===== src/rtl/core/acc_pkg.sv =====
package acc_pkg;

	localparam int PC_W   = 13;
	localparam int DATA_W = 32;
	localparam int OP_W   = 4;

	localparam int DATA_WORDS_DEF    = 256;
	localparam int PROGRAM_WORDS_DEF = 4096;

	typedef enum logic [OP_W-1:0] {
		OP_LDA = 4'd0,
		OP_STO = 4'd1,
		OP_ADD = 4'd2,
		OP_SUB = 4'd3,
		OP_JMP = 4'd4,
		OP_JGE = 4'd5,
		OP_JNE = 4'd6,
		OP_STP = 4'd7,
		OP_PUT = 4'd8
	} opcode_t;

	typedef struct packed {
		logic [OP_W-1:0]   opcode;
		logic              is_memory;
		logic              is_indirect;
		logic [DATA_W-1:0] operand;
	} item_t;

endpackage


===== src/rtl/core/acc_front.sv =====
module acc_front
	import acc_pkg::*;
#(
	parameter int DATA_WORDS = DATA_WORDS_DEF
) (
	input  logic                          clk,
	input  logic                          arst_n,
	input  logic                          s_axis_tvalid,
	output logic                          s_axis_tready,
	input  logic [31:0]                   s_axis_tdata,  // operand
	input  logic [5:0]                    s_axis_tuser,  // opcode[3:0], is_memory, is_indirect
	input  logic                          mem_busy,
	input  logic                          take,
	output logic                          item_valid,
	output item_t                         item,
	output logic [$clog2(DATA_WORDS)-1:0] item_addr
);

	localparam int AW = $clog2(DATA_WORDS);
	// floor(2^32 / DATA_WORDS); the quotient estimate is at most one short
	localparam logic [31:0] RECIP = 32'((64'd1 << 32) / DATA_WORDS);

	logic          v_s1, v_s2;
	item_t         item_s1, item_s2;
	logic [31:0]   quot_s1;
	logic [AW-1:0] addr_s2;

	logic          adv1, adv2, in_acc;
	item_t         in_item;
	logic [63:0]   prod_in, prod_qd;
	logic [31:0]   rem, rem_c;

	assign adv2          = !v_s2 || take;
	assign adv1          = !v_s1 || adv2;
	assign s_axis_tready = !mem_busy && adv1;
	assign in_acc        = s_axis_tvalid && s_axis_tready;

	always_comb begin
		in_item.opcode      = s_axis_tuser[3:0];
		in_item.is_memory   = s_axis_tuser[4];
		in_item.is_indirect = s_axis_tuser[5];
		in_item.operand     = s_axis_tdata;
		prod_in = 64'(s_axis_tdata) * 64'(RECIP);
		prod_qd = 64'(quot_s1) * 64'(DATA_WORDS);
		rem     = item_s1.operand - prod_qd[31:0];
		rem_c   = (rem >= 32'(DATA_WORDS)) ? rem - 32'(DATA_WORDS) : rem;
	end

	always_ff @(posedge clk or negedge arst_n) begin
		if (!arst_n) begin
			v_s1 <= 1'b0;
			v_s2 <= 1'b0;
		end else begin
			if (adv1) v_s1 <= in_acc;
			if (adv2) v_s2 <= v_s1;
		end
	end

	always_ff @(posedge clk) begin
		if (adv1) begin
			item_s1 <= in_item;
			quot_s1 <= prod_in[63:32];
		end
		if (adv2) begin
			item_s2 <= item_s1;
			addr_s2 <= rem_c[AW-1:0];
		end
	end

	assign item_valid = v_s2;
	assign item       = item_s2;
	assign item_addr  = addr_s2;

endmodule


===== config.mk =====
export PLATFORM = sky130hd
export DESIGN_NAME = acc_front
export DESIGN_NICKNAME = d
export VERILOG_FILES = /design/src/rtl/core/acc_pkg.sv /design/src/rtl/core/acc_front.sv
export SDC_FILE = /design/constraint.sdc
export NUM_CORES = 1
export LEC_CHECK = 0
export BUFFER_PORTS_ARGS = -buffer_cell sky130_fd_sc_hd__buf_2
export CAP_MARGIN = 5
export CORE_MARGIN = 2
export CORE_UTILIZATION = 35
export CTS_BUF_LIST = sky130_fd_sc_hd__clkbuf_4
export CTS_CLUSTER_DIAMETER = 100
export DETAILED_ROUTE_END_ITERATION = 6
export GPL_TIMING_DRIVEN = 0
export PLACE_DENSITY_LB_ADDON = 0.3
export REMOVE_ABC_BUFFERS = 1
export SYNTH_ARGS = -nofsm -noshare
export SYNTH_HDL_FRONTEND = slang
export SYNTH_SLANG_ARGS = --single-unit

===== constraint.sdc =====
create_clock -name clk -period 4.6 [get_ports clk]
set_input_delay 0.92 -clock clk [delete_from_list [all_inputs] [get_ports clk]]
set_output_delay 0.92 -clock clk [all_outputs]
set_load 0.05 [all_outputs]

==> flow_metrics.tcl <==
set metrics [dict create \
    synth.distinct_cells 8 \
    critPathTopFamily "buffers and inverters" \
    r2r_slack_ps 3160 \
    postRouteAntennaNets 0 \
    p_int_mw 1.06 \
    io-pin-count 91 \
    critical_path_class "input pin to output port" \
    worstPathMaxFanout 16 \
    drc_errors 0 \
    grt_start_max_net_pins 25 \
    irDropWorstVdd_v 0.000195 \
    area_growth_pct 28.5 \
    drive_above_1_share_pct 57.0 \
    htreeDepth 3 \
    synth_warnings 0 \
    syn-instance-count 92 \
    path_clk_slew_ps 110 \
    critPathSlowestCell "nand3b_1" \
    yosys.area.top_type "edfxtp_1" \
    cts_hold_buf 0 \
    skew_ps 9.33 \
    fmax_ghz 0.320 \
    clockPowerShare_pct 26.5 \
    fin_nets 231 \
    tns_ps 0 \
    io_buffers 90 \
    period_needed_ps 3130 \
    gp_congestion 0.641 \
    relSlewSlack_pct 59.1 \
    p_sw_share_pct 28.3 \
    drt_iter0_drc 46 \
    viasPerCell 4.28 \
    cp.required_ps 3680 \
    crit_chain "buf_2 -> nand3b_1 -> buf_8 -> nor2b_1 -> buf_2" \
    postLayoutCoreUtil_pct 46.1 \
    clock_sinks 78 \
    r2r_cells 2 \
    post_cts_buffers 0 \
    critPathArrivalTime_ps 2210 \
    die_height_microns 87.3 \
    p_leak_nw 1.28 \
    grt_pass1_wl_mm 5.29 \
    end_kind "output port" \
    wl_per_cell_microns 13.6 \
    path_buf_inv 3 \
    cap_viol_max_count 0 \
    hold_class "input pin to asynchronous set/reset pin" \
    yosysSeqAreaShare_pct 96.1 \
    switchingPower_mw 0.421 \
    grt.overflow.total 0 \
    tightest_slew_ps 611 \
    grt_pass1_vias 1086 \
    synthTopCellsByArea "edfxtp_1 (94%), buf_4 (2.5%), dfrtp_1 (2.1%)" \
    dp_hpwl_mm 2.58 \
    status "completed" \
    cpPeakStageDelay_ps 500 \
    synth_area_per_cell_sq_um 26.4 \
    timing.rr.end "item_s1[18]" \
    finalSetupViolCount 0 \
    die-width_microns 87.3 \
    drt_pre_antenna_iters 3 \
    crit_path_end "s_axis_tready" \
    reg2reg_from "item_valid" \
    cts_max_path_buffers 2 \
    crit_start "take" \
    cts_root_buf "clkbuf_4" \
    synth-seq-cells 78 \
    drt_wl_total_mm 3.74 \
    gr-usage-all-layers_pct 10.2 \
    rsz0062_at_grt "no" \
    row_count 30 \
    antenna_found_initial 1 \
    synth_top_area_share_pct 94.0 \
    crit_top_cell "buf_2" \
    clkLatencyLatePin_ps 410 \
    cts_tree "yes" \
    p_seq_share_pct 58.1 \
    start_util_pct 35.9 \
    slew_viol_final 0 \
    final.period_utilization_pct 68.0 \
    start_kind "input pin" \
    finalHoldViolations 0 \
    die-area_sq_um 7620 \
    netlist_area_sq_um 2430 \
    crit_cells 5 \
    core_sq_um 6760 \
    cts_made_buffers 9 \
    vias 1172 \
    ctsResizeCount 0 \
    powerDensity_nw_per_um2 476 \
    p_comb_share_pct 15.4 \
]
[state kept, by name, summed over array words and instances (netlist names)]
signal,cells
item_s1,38
item_valid,1
item,38
v_s1,1
[stage by stage]
stage	hold WS, ps	power [mW]	area (sq um)	setup slack [ps]	instances
2_1_floorplan	400	1.04	2370	987	84
3_3_place_gp	400	1.10	2920	477	254
3_5_place_dp	405	1.11	2980	1430	257
4_1_cts	243	1.50	3120	1430	273
5_1_grt	229	1.54	3120	1380	273
6_report	273	1.48	3120	1470	274
[Yosys cell counts, drive strengths merged]
cell type and instances:
buf 8, nor2b 1, nand3b 1, edfxtp 76, inv 1, dfrtp 2, o21ai 1, nand2b 2
[worst min-delay path by stage]
stage	startpoint	end	slack [ps]	cells past startpoint
floorplan	item_s1[0]	item[0]	400	0
global placement	item_s1[33]	item[33]	400	0
detailed placement	item_s1[12]	item[12]	400	0
CTS	arst_n	item_valid	240	1
global route	arst_n	item_valid	230	1
finish	arst_n	item_valid	270	1
[power by group through the flow]
stage                     Clock [mW]  Combinational [mW]  Sequential [mW]
after CTS                      0.410               0.231            0.863
after global routing           0.435               0.238            0.869
final                          0.394               0.228            0.862
after detailed placement           0               0.231            0.880
after global placement             0               0.222            0.879
after floorplan                    0              0.0155             1.03
[per-layer routing]
layer | GRT usage, % | up-vias | routed length (microns)
li1 | - | 547 | -
met1 | 10.8 | 561 | 1450
met2 | 14.8 | 55 | 1860
met3 | 5.31 | 9 | 338
met4 | 8.81 | 0 | 86
met5 | 0 | - | 0
[cell type report]
class                   instances  area, sq um
clock inverters                 6         62.6
flip-flops and latches         78         2330
fillers                       599         3640
inverters                       1         3.75
well taps                      80          100
multi-input cells               5         33.8
clock buffers                  10         75.1
diodes                          1         2.50
repair buffers                 93          508
[placed cells by master (no fill, tap or decap)]
| master | Yosys | routed |
|---|---|---|
| dfrtp_1 | 2 | 2 |
| bufinv_16 | 0 | 1 |
| clkbuf_4 | 0 | 10 |
| nor2b_1 | 1 | 1 |
| diode_2 | 0 | 1 |
| buf_8 | 0 | 2 |
| inv_1 | 1 | 1 |
| nand3b_1 | 1 | 1 |
| clkinv_2 | 0 | 2 |
| buf_2 | 0 | 90 |
| edfxtp_1 | 76 | 76 |
| nand2b_1 | 2 | 1 |
| buf_16 | 0 | 1 |
| o21ai_0 | 1 | 1 |
| nand2b_2 | 0 | 1 |
| clkinvlp_4 | 0 | 3 |
[logic make-up (layout without fill, tap and decap cells)]
| logic type | after synthesis | after routing | share of synthesized area, % |
|---|---|---|---|
| and+or+nand+nor | 4 | 4 | 1.08 |
| buffers and inverters | 9 | 110 | 2.63 |
| AOI/OAI and AO/OA | 1 | 1 | 0.206 |
| DFF | 78 | 78 | 96.1 |
| other | 0 | 1 | 0 |
No activity file was read; power rests on OpenSTA's default activity.
