--- src/rtl/core/acc_pkg.sv ---
package acc_pkg;

	localparam int PC_W   = 13;
	localparam int DATA_W = 32;
	localparam int OP_W   = 4;

	localparam int DATA_WORDS_DEF    = 256;
	localparam int PROGRAM_WORDS_DEF = 4096;

	typedef enum logic [OP_W-1:0] {
		OP_LDA = 4'd0,
		OP_STO = 4'd1,
		OP_ADD = 4'd2,
		OP_SUB = 4'd3,
		OP_JMP = 4'd4,
		OP_JGE = 4'd5,
		OP_JNE = 4'd6,
		OP_STP = 4'd7,
		OP_PUT = 4'd8
	} opcode_t;

	typedef struct packed {
		logic [OP_W-1:0]   opcode;
		logic              is_memory;
		logic              is_indirect;
		logic [DATA_W-1:0] operand;
	} item_t;

endpackage

--- src/rtl/core/acc_exec.sv ---
module acc_exec
	import acc_pkg::*;
#(
	parameter int DATA_WORDS    = DATA_WORDS_DEF,
	parameter int PROGRAM_WORDS = PROGRAM_WORDS_DEF
) (
	input  logic                          clk,
	input  logic                          arst_n,
	input  logic                          cfg_wr_en,
	input  logic [PC_W-1:0]               cfg_wr_data,
	input  logic                          item_valid,
	input  item_t                         item,
	input  logic [$clog2(DATA_WORDS)-1:0] item_addr,
	output logic                          take,
	output logic                          rd_en,
	input  logic [DATA_W-1:0]             rd_data,
	output logic                          wr_en,
	output logic [$clog2(DATA_WORDS)-1:0] wr_addr,
	output logic [DATA_W-1:0]             wr_data,
	output logic                          m_axis_tvalid,
	input  logic                          m_axis_tready,
	output logic [47:0]                   m_axis_tdata,  // next_pc, accumulator, halted
	output logic [1:0]                    m_axis_tuser   // put_valid, pointer_unsupported
);

	localparam int AW = $clog2(DATA_WORDS);

	logic              v_s3;
	item_t             item_s3;
	logic [AW-1:0]     addr_s3;
	logic              byp_q;
	logic [DATA_W-1:0] byp_data_q;

	logic [DATA_W-1:0] acc_q;
	logic [PC_W-1:0]   pc_q, plen_q;
	logic              halt_q;

	logic              out_v_q;
	logic [PC_W-1:0]   out_pc_q;
	logic [DATA_W-1:0] out_acc_q;
	logic              out_put_q, out_halt_q, out_ptr_q;

	logic              ex_fire, load, ignore;
	logic [PC_W-1:0]   len;
	logic [PC_W:0]     nxt;
	logic [DATA_W-1:0] acc_n, mem_word, opnd;
	logic              jump, put, ptr, halt_n, sto;

	// result register refills in the cycle it is emptied
	assign ex_fire = v_s3 && (!out_v_q || m_axis_tready);
	assign take    = !v_s3 || ex_fire;
	assign load    = take && item_valid;
	assign rd_en   = load;

	always_comb begin
		len      = (32'(plen_q) < PROGRAM_WORDS) ? plen_q : PC_W'(PROGRAM_WORDS);
		mem_word = byp_q ? byp_data_q : rd_data;
		opnd     = item_s3.is_memory ? mem_word : item_s3.operand;
		ignore   = halt_q || (pc_q >= len);
		acc_n    = acc_q;
		nxt      = {1'b0, pc_q} + 1'b1;
		jump     = 1'b0;
		put      = 1'b0;
		ptr      = 1'b0;
		halt_n   = halt_q;
		sto      = 1'b0;
		unique case (opcode_t'(item_s3.opcode))
			OP_LDA: begin
				if (item_s3.is_indirect) ptr = 1'b1;
				else acc_n = mem_word;
			end
			OP_STO: begin
				if (item_s3.is_indirect) ptr = 1'b1;
				else sto = 1'b1;
			end
			OP_ADD, OP_SUB: begin
				if (item_s3.is_memory && item_s3.is_indirect) ptr = 1'b1;
				else if (opcode_t'(item_s3.opcode) == OP_ADD) acc_n = acc_q + opnd;
				else acc_n = acc_q - opnd;
			end
			OP_JMP: jump = 1'b1;
			OP_JGE: jump = !acc_q[DATA_W-1];
			OP_JNE: jump = (acc_q != '0);
			OP_STP: begin
				halt_n = 1'b1;
				nxt    = {1'b0, pc_q};
			end
			OP_PUT: put = 1'b1;
			default: ;
		endcase
		if (opcode_t'(item_s3.opcode) != OP_STP) begin
			if (jump) begin
				// target is unsigned, so a negative one is past the end
				if (item_s3.operand < 32'(len)) nxt = {1'b0, item_s3.operand[PC_W-1:0]};
				else nxt = (PC_W+1)'(len);
			end else if (nxt > (PC_W+1)'(len)) begin
				nxt = (PC_W+1)'(len);
			end
			if (nxt >= (PC_W+1)'(len)) begin
				nxt    = (PC_W+1)'(len);
				halt_n = 1'b1;
			end
		end
		if (ignore) begin
			acc_n  = acc_q;
			nxt    = {1'b0, pc_q};
			put    = 1'b0;
			ptr    = 1'b0;
			halt_n = 1'b1;
			sto    = 1'b0;
		end
	end

	assign wr_en   = ex_fire && sto;
	assign wr_addr = addr_s3;
	assign wr_data = acc_q;

	always_ff @(posedge clk or negedge arst_n) begin
		if (!arst_n) begin
			v_s3    <= 1'b0;
			byp_q   <= 1'b0;
			acc_q   <= '0;
			pc_q    <= '0;
			halt_q  <= 1'b0;
			plen_q  <= '0;
			out_v_q <= 1'b0;
		end else begin
			if (take) v_s3 <= item_valid;
			// read issued in the same cycle as a store to that word sees stale data
			if (load) byp_q <= wr_en && (wr_addr == item_addr);
			if (ex_fire) begin
				acc_q  <= acc_n;
				pc_q   <= nxt[PC_W-1:0];
				halt_q <= halt_n;
			end
			if (cfg_wr_en) plen_q <= cfg_wr_data;
			if (ex_fire) out_v_q <= 1'b1;
			else if (m_axis_tready) out_v_q <= 1'b0;
		end
	end

	always_ff @(posedge clk) begin
		if (load) begin
			item_s3    <= item;
			addr_s3    <= item_addr;
			byp_data_q <= wr_data;
		end
		if (ex_fire) begin
			out_pc_q   <= nxt[PC_W-1:0];
			out_acc_q  <= acc_n;
			out_put_q  <= put;
			out_halt_q <= halt_n;
			out_ptr_q  <= ptr;
		end
	end

	assign m_axis_tvalid = out_v_q;
	assign m_axis_tdata  = {2'b00, out_halt_q, out_acc_q, out_pc_q};
	assign m_axis_tuser  = {out_ptr_q, out_put_q};

endmodule

--- config.mk ---
export PLATFORM = sky130hd
export DESIGN_NAME = acc_exec
export DESIGN_NICKNAME = d
export VERILOG_FILES = /design/src/rtl/core/acc_pkg.sv /design/src/rtl/core/acc_exec.sv
export SDC_FILE = /design/constraint.sdc
export NUM_CORES = 1
export LEC_CHECK = 0
export BUFFER_PORTS_ARGS = -buffer_cell sky130_fd_sc_hd__buf_2
export CORE_MARGIN = 1.5
export CORE_UTILIZATION = 25
export DETAILED_ROUTE_END_ITERATION = 16
export PLACE_DENSITY = 0.41
export SLEW_MARGIN = 20
export SYNTH_ARGS = -nofsm -noshare
export SYNTH_HDL_FRONTEND = slang
export SYNTH_SLANG_ARGS = --single-unit
--- constraint.sdc ---
create_clock -name clk -period 6.8 [get_ports clk]
set_input_delay 2.04 -clock clk [delete_from_list [all_inputs] [get_ports clk]]
set_output_delay 2.04 -clock clk [all_outputs]
set_load 0.02 [all_outputs]
==> results of run 1 <==
## synthesized netlist by cell type (9+ instances only)
master | count | share of area (%)
a21o_1 | 30 | 1.8
a21oi_1 | 83 | 3.3
a22o_1 | 23 | 1.6
a22oi_1 | 11 | 0.66
a31oi_1 | 10 | 0.50
clkbuf_1 | 36 | 1.1
dfrtp_1 | 62 | 12
edfxtp_1 | 126 | 30
ha_1 | 84 | 8.3
inv_1 | 36 | 1.1
mux2_2 | 49 | 4.4
mux2i_1 | 39 | 3.1
nand2_1 | 127 | 3.8
nand3_1 | 12 | 0.48
nand4_1 | 22 | 1.1
nor2_1 | 81 | 2.4
nor3_1 | 21 | 0.83
nor4_1 | 20 | 0.99
o21a_1 | 14 | 0.83
o21ai_0 | 66 | 2.6
o21ai_1 | 9 | 0.36
o22ai_1 | 19 | 0.94
o31ai_1 | 11 | 0.66
xnor2_1 | 44 | 3.1
xor2_1 | 26 | 1.8
## where the power goes
| part | switching (mW) | internal [mW] |
|---|---|---|
| registers | 0.242 | 1.45 |
| clock network | 0.497 | 0.536 |
| logic | 1.15 | 0.812 |
| total | 1.89 | 2.79 |
## final cells by class
cell class,count,area (µm²)
multi-input combinational,951,6850
clock inverter,10,76.3
timing repair buffer,234,1290
sequential,188,5340
tap,672,841
fill,5256,34900
inverter,38,144
clock buffer,22,507
## sequential cells by signal, summed over array words and instances (netlist names), 8 cells and up
register / flops
byp_data_q: 32
item_s3: 38
out_acc_q: 32
out_pc_q: 13
pc_q: 13
plen_q: 13
wr_addr: 8
wr_data: 32
## critical path: stages
cell and delay [ps]:
buf_2 100, mux2_2 290, mux2i_1 230, and4_4 300, and2_1 180, nor2b_1 140
buf_4 150, nand3_1 180, o21ai_0 260, xnor2_1 110, ha_1 420, nand4_1 190
nor4_1 450, a21oi_1 190, and2_1 210, a21oi_1 260, a31oi_1 130, mux2_2 300
a221o_1 290
## cells in the final DEF (no fill, tap or decap), types with 47 or more instances in the layout
cell type / instances
edfxtp_1: 126
dfrtp_1: 61
mux2_2: 49
buf_4: 47
nand2_1: 127
a21oi_1: 83
buf_2: 187
nor2_1: 81
ha_1: 84
o21ai_0: 65
## per-stage QoR
step / cells / cell area [µm²] / total power [mW] / worst slack, ps
4_1_cts: 2115 / 15000 / 4.76 / 705
6_report: 2115 / 15000 / 4.68 / 611
3_5_place_dp: 2083 / 14500 / 3.69 / 165
3_3_place_gp: 2083 / 14500 / 3.67 / 225
5_1_grt: 2115 / 15000 / 5.02 / 407
2_1_floorplan: 1231 / 12600 / 2.99 / 706
## path summary, 6_finish.rpt
check	start	end	slack, ps	cells past startpoint
hold / removal	v_s3	m_axis_tvalid	490	1
setup / recovery	rd_data[3]	out_acc_q[25]	610	19
max in group asynchronous	arst_n	pc_q[0]	4130	2
min in group asynchronous	arst_n	wr_data[25]	1590	1
hold reg to reg	v_s3	m_axis_tvalid	490	1
setup reg to reg	item_s3[34]	out_pc_q[9]	820	24
## cells by family (layout without fill, tap and decap cells)
| family | after synthesis | count (layout) |
|---|---|---|
| AND/OR/NAND/NOR | 347 | 347 |
| AO/OA/AOI/OAI | 342 | 342 |
| flip-flops | 188 | 188 |
| multiplexers | 104 | 104 |
| buffers and inverters | 92 | 304 |
| adder cells (fa/ha/maj) | 85 | 85 |
| XOR/XNOR | 71 | 71 |
| other | 1 | 2 |
## layer usage
| metal | part of all wire (%) | wire length (µm) | vias to the layer above |
|---|---|---|---|
| li1 | - | - | 5047 |
| met1 | 49 | 23000 | 5127 |
| met2 | 45 | 21100 | 256 |
| met3 | 4.1 | 1910 | 37 |
| met4 | 1.8 | 829 | 0 |
| met5 | 0 | 0 | - |
==> impl_metrics.ini, run 1 <==
[global_route]
met3_usage_pct = 3.46
grt_usage_pct = 18.4
overflow = 0
grt-busiest-layer = met2
use_met2_pct = 28.6
grt_pass1_wl_mm = 68.4
grt_max_degree = 66
grt_pass1_vias = 10449
grt_use_met1_pct = 25.8
antenna_found_initial = 1

[setup_path]
critPathArrivalTime_ps = 6430
worst_ep_required_time_ps = 7040
cp-end-kind = register
cp-start-kind = primary input
path_class = primary input to register
path_max_fanout = 6

[logic_synthesis]
muxShareOfSynthArea_pct = 9.44
netlist_instances = 1230
synth-simple-area-share_pct = 13.5
synth_top_family_by_area = compound AO/OA/AOI/OAI gates
ys_warn_count = 0
synth-compound-area-share_pct = 17.9
yosysSeqAreaShare_pct = 42.4
synth_edf_count = 126
ys_ff_latch = 188
synthArstFlopShare_pct = 33.0
synth_adder_area_share_pct = 8.51
yosys_most_used_dff = edfxtp_1
synthesis.area_um2 = 12600
synth.distinct_cells = 82
synth-xor-area-share_pct = 5.06
avgSynthCellArea_um2 = 10.2

[floorplan]
num_rows = 82
io_pins = 190
die-area_um2 = 51700
die_x_um = 227
start_util_pct = 25.2
core_area_um2 = 50000
dieHeight_um = 227

[clocking]
hold_buffers = 0
clk_path_buf_depth = 2
clk_latency_ps = 500
cts_setup_buffers = 0
cts_resized = 0
clk_pin_slew_ps = 70
cts_tree = built
htreeDepth = 4
clock-sinks = 188
cts_root_buffer = clkbuf_16
numCtsBuffers = 17

[layout]
nets = 1611
drive_gt1_share_pct = 24.0
final_util_pct = 30.1
area_delta_synth_final_pct = 19.5
insertedDiodeCount = 0

[pwr]
p_per_area_nw_per_um2 = 311
ir_drop_mv = 0.240
p_leak_nw = 6.32

[timing]
max_freq_mhz = 162
fin_crit_sh_pct = 91.0
finalSetupTns_ps = 0
rsz0062_at_grt = no
hold_viol_final = 0
max_slew_margin_pct = 34.1
min_period_ps = 6190
tightestPinTransition_ps = 988
slew_violations = 0
setup_viol = 0
finalClockSkew_ps = 18.6
fin_hold_ws_ps = 490

[drt]
avgRoutedWirePerCell_um = 22.1
routed_via_density = 4.95
vias = 10467
antenna_left = 0
wirelength_mm = 46.8
drtIter0Drc = 648
firstDrtPassIters = 5
drc = 0

[placement]
dp_hpwl_mm = 36.4
portBuffers = 187
place_congestion = 0.887

[run_status]
status = finished, final reports clean

[run]
max_cap_violations = 0

[min_path]
min_path_type = register to register
Power figures use the tool's default switching activity.
==> run 2, diff against run 1 <==
--- a/config.mk
+++ b/config.mk
@@ -5,6 +5,7 @@
 export SDC_FILE = /design/constraint.sdc
 export NUM_CORES = 1
 export LEC_CHECK = 0
+export ABC_AREA = 1
 export BUFFER_PORTS_ARGS = -buffer_cell sky130_fd_sc_hd__buf_2
 export CORE_MARGIN = 1.5
 export CORE_UTILIZATION = 25
==> impl_metrics.ini, run 2 <==
[clocking]
clock-sinks = 188
cts_resized = 0
cts_setup_buffers = 0
clk_path_buf_depth = 2
cts_tree = built
htreeDepth = 4
hold_buffers = 0
clk_latency_ps = 500
cts_root_buffer = clkbuf_16
clk_pin_slew_ps = 80
numCtsBuffers = 17

[timing]
setup_viol = 0
max_freq_mhz = 166
slew_violations = 0
tightestPinTransition_ps = 992
rsz0062_at_grt = no
max_slew_margin_pct = 33.4
finalSetupTns_ps = 0
finalClockSkew_ps = 17.6
hold_viol_final = 0
min_period_ps = 6040
fin_crit_sh_pct = 88.8

[pwr]
p_per_area_nw_per_um2 = 369
p_leak_nw = 7.50
ir_drop_mv = 0.206

[logic_synthesis]
avgSynthCellArea_um2 = 7.63
netlist_instances = 1811
yosys_most_used_dff = edfxtp_1
synth-simple-area-share_pct = 27.7
synth-xor-area-share_pct = 3.23
synth-compound-area-share_pct = 14.7
synth_edf_count = 126
synth_common_cells = nand2_1 (480), inv_1 (180), a21oi_1 (145)
muxShareOfSynthArea_pct = 0.0814
yosysSeqAreaShare_pct = 38.6
synth_top_area_share_pct = 27.4
synth_adder_area_share_pct = 7.75
synth.distinct_cells = 58
synthTopCellsByArea = edfxtp_1 (27%), nand2_1 (13%), dfrtp_1 (11%), ha_1 (7.6%), a21oi_1 (5.2%)
ys_warn_count = 0
yosysMostFrequentCell = nand2_1
synthArstFlopShare_pct = 33.0
synth_top_family_by_area = simple AND/OR/NAND/NOR gates
synth_top_area_cell = edfxtp_1
ys_ff_latch = 188
synthesis.area_um2 = 13800

[global_route]
grt_max_degree = 53
antenna_found_initial = 1
grt_usage_pct = 19.1
grt_pass1_wl_mm = 80.6
overflow = 0
grt_pass1_vias = 12928

[placement]
portBuffers = 187
place_congestion = 0.906
dp_hpwl_mm = 41.7

[setup_path]
path_max_fanout = 14
worstPathCellList = nor2_1 -> inv_1 -> ha_1 -> a21o_1 -> o21bai_1 -> a21oi_1 -> o21bai_1 -> a21oi_1 -> nor3_2 -> nand2_1 -> nor4_1 -> buf_2
critPathArrivalTime_ps = 4000
reg2reg_slack_ps = 950
cp-start-kind = register
path_delay_family = simple AND/OR/NAND/NOR gates
worst_path_largest_cell_delay_ps = 610
critPathSlowestCell = nor4_1
rr_worst_depth = 27
path_buf_inv = 2
cp-end-kind = output port
worst_ep_required_time_ps = 4760
path_class = register to output port
crit-reg2reg-launch = item_s3[34]
r2r_end = out_pc_q[10]

[layout]
area_delta_synth_final_pct = 16.3
regMostFlops = item_s3
largest_reg_flops = 38
fill_cells = 6085
drive_gt1_share_pct = 16.3
final_cell_mix = nand2_1 (479), buf_2 (187), inv_1 (179), a21oi_1 (145), nand3_1 (142)
nets = 2164
final_util_pct = 29.3
mostFrequentLayoutCell = nand2_1

[floorplan]
start_util_pct = 25.2
num_rows = 86
die_x_um = 238
io_pins = 190
dieHeight_um = 238
die-area_um2 = 56700
core_area_um2 = 54900

[min_path]
hold_start = plen_q[4]
holdPathEnd = plen_q[4]
worstHoldPathCells = 2
min_path_type = register to register

[drt]
drtIter0Drc = 898
routed_via_density = 4.78
antenna_left = 0
drc = 0
vias = 12901
wirelength_mm = 53.3
avgRoutedWirePerCell_um = 19.7
firstDrtPassIters = 5

[run]
max_cap_violations = 0

[run_status]
status = finished, final reports clean
==> run 2: cell type report <==
| class | instances | area [µm²] | share of cell area [%] |
|---|---|---|---|
| multi-input cells | 1369 | 7410 | 46.1 |
| flip-flops and latches | 188 | 5340 | 33.2 |
| repair buffers | 219 | 1180 | 7.31 |
| well taps | 704 | 881 | 5.48 |
| inverters | 188 | 712 | 4.43 |
| clock buffers | 21 | 482 | 3.00 |
| clock inverters | 11 | 83.8 | 0.521 |
| diodes | 1 | 2.50 | 0.0156 |
==> run 2: cell families (layout without fill, tap and decap cells) <==
| group | Yosys count | in the layout |
|---|---|---|
| AND/OR/NAND/NOR | 865 | 865 |
| adder cells (fa/ha/maj) | 85 | 85 |
| AO/OA/AOI/OAI | 365 | 365 |
| other | 1 | 3 |
| multiplexers | 1 | 1 |
| flip-flops | 188 | 188 |
| buffers and inverters | 255 | 439 |
| XOR/XNOR | 51 | 51 |
==> run 2: routing by layer <==
metal	share of wire, %	track usage, %
met1	48	26.4
met2	46	30.5
met3	4.3	3.11
met4	2.2	6.08
met5	0.026	0
==> run 2: how the worst max path moves through the flow <==
| stage | start | to | slack (ps) | cells past startpoint |
|---|---|---|---|---|
| 2_1_floorplan | m_axis_tready | rd_en | 700 | 4 |
| 3_3_place_gp | rd_data[0] | wr_data[22] | 580 | 31 |
| 3_5_place_dp | rd_data[0] | out_acc_q[25] | 610 | 28 |
| 6_report | plen_q[12] | wr_en | 760 | 12 |
| 5_1_grt | item_s3[36] | out_pc_q[10] | 420 | 29 |
| 4_1_cts | plen_q[12] | wr_en | 760 | 12 |
==> run 2: stage by stage <==
step	setup WS (ps)	hold slack, ps	area (µm²)	total power, mW	std cells
CTS	757	531	16100	6.00	2700
detailed placement	611	517	15500	4.96	2668
floorplan	695	450	13800	3.85	1812
global route	415	555	16100	6.43	2700
global placement	578	508	15500	4.95	2668
finish	763	523	16100	5.94	2701
==> run 2: report_power, final <==
part	leakage (nW)	total [mW]	switching (mW)	internal [mW]
logic	5.18	3.03	2.03	0.999
clock network	0.284	1.01	0.498	0.512
registers	2.03	1.90	0.311	1.59
==> run 2: worst register-to-register path, stage by stage (launching register included) <==
cell	delay, ps
edfxtp_1	490
nand3_2	260
inv_1	180
nor2_1	260
nand3_1	170
nor2_1	230
nand2_1	100
xor2_1	150
inv_1	80
ha_1	290
nand2_1	60
nor3_2	240
nand4_1	140
nand2_1	390
nand2_1	430
nand2_1	150
nand3_1	110
and2_1	180
ha_1	290
nand2_1	90
nor4_1	470
nand2_1	90
nand3_1	130
inv_1	70
buf_4	160
nand3_1	160
a21boi_1	100
buf_4	150
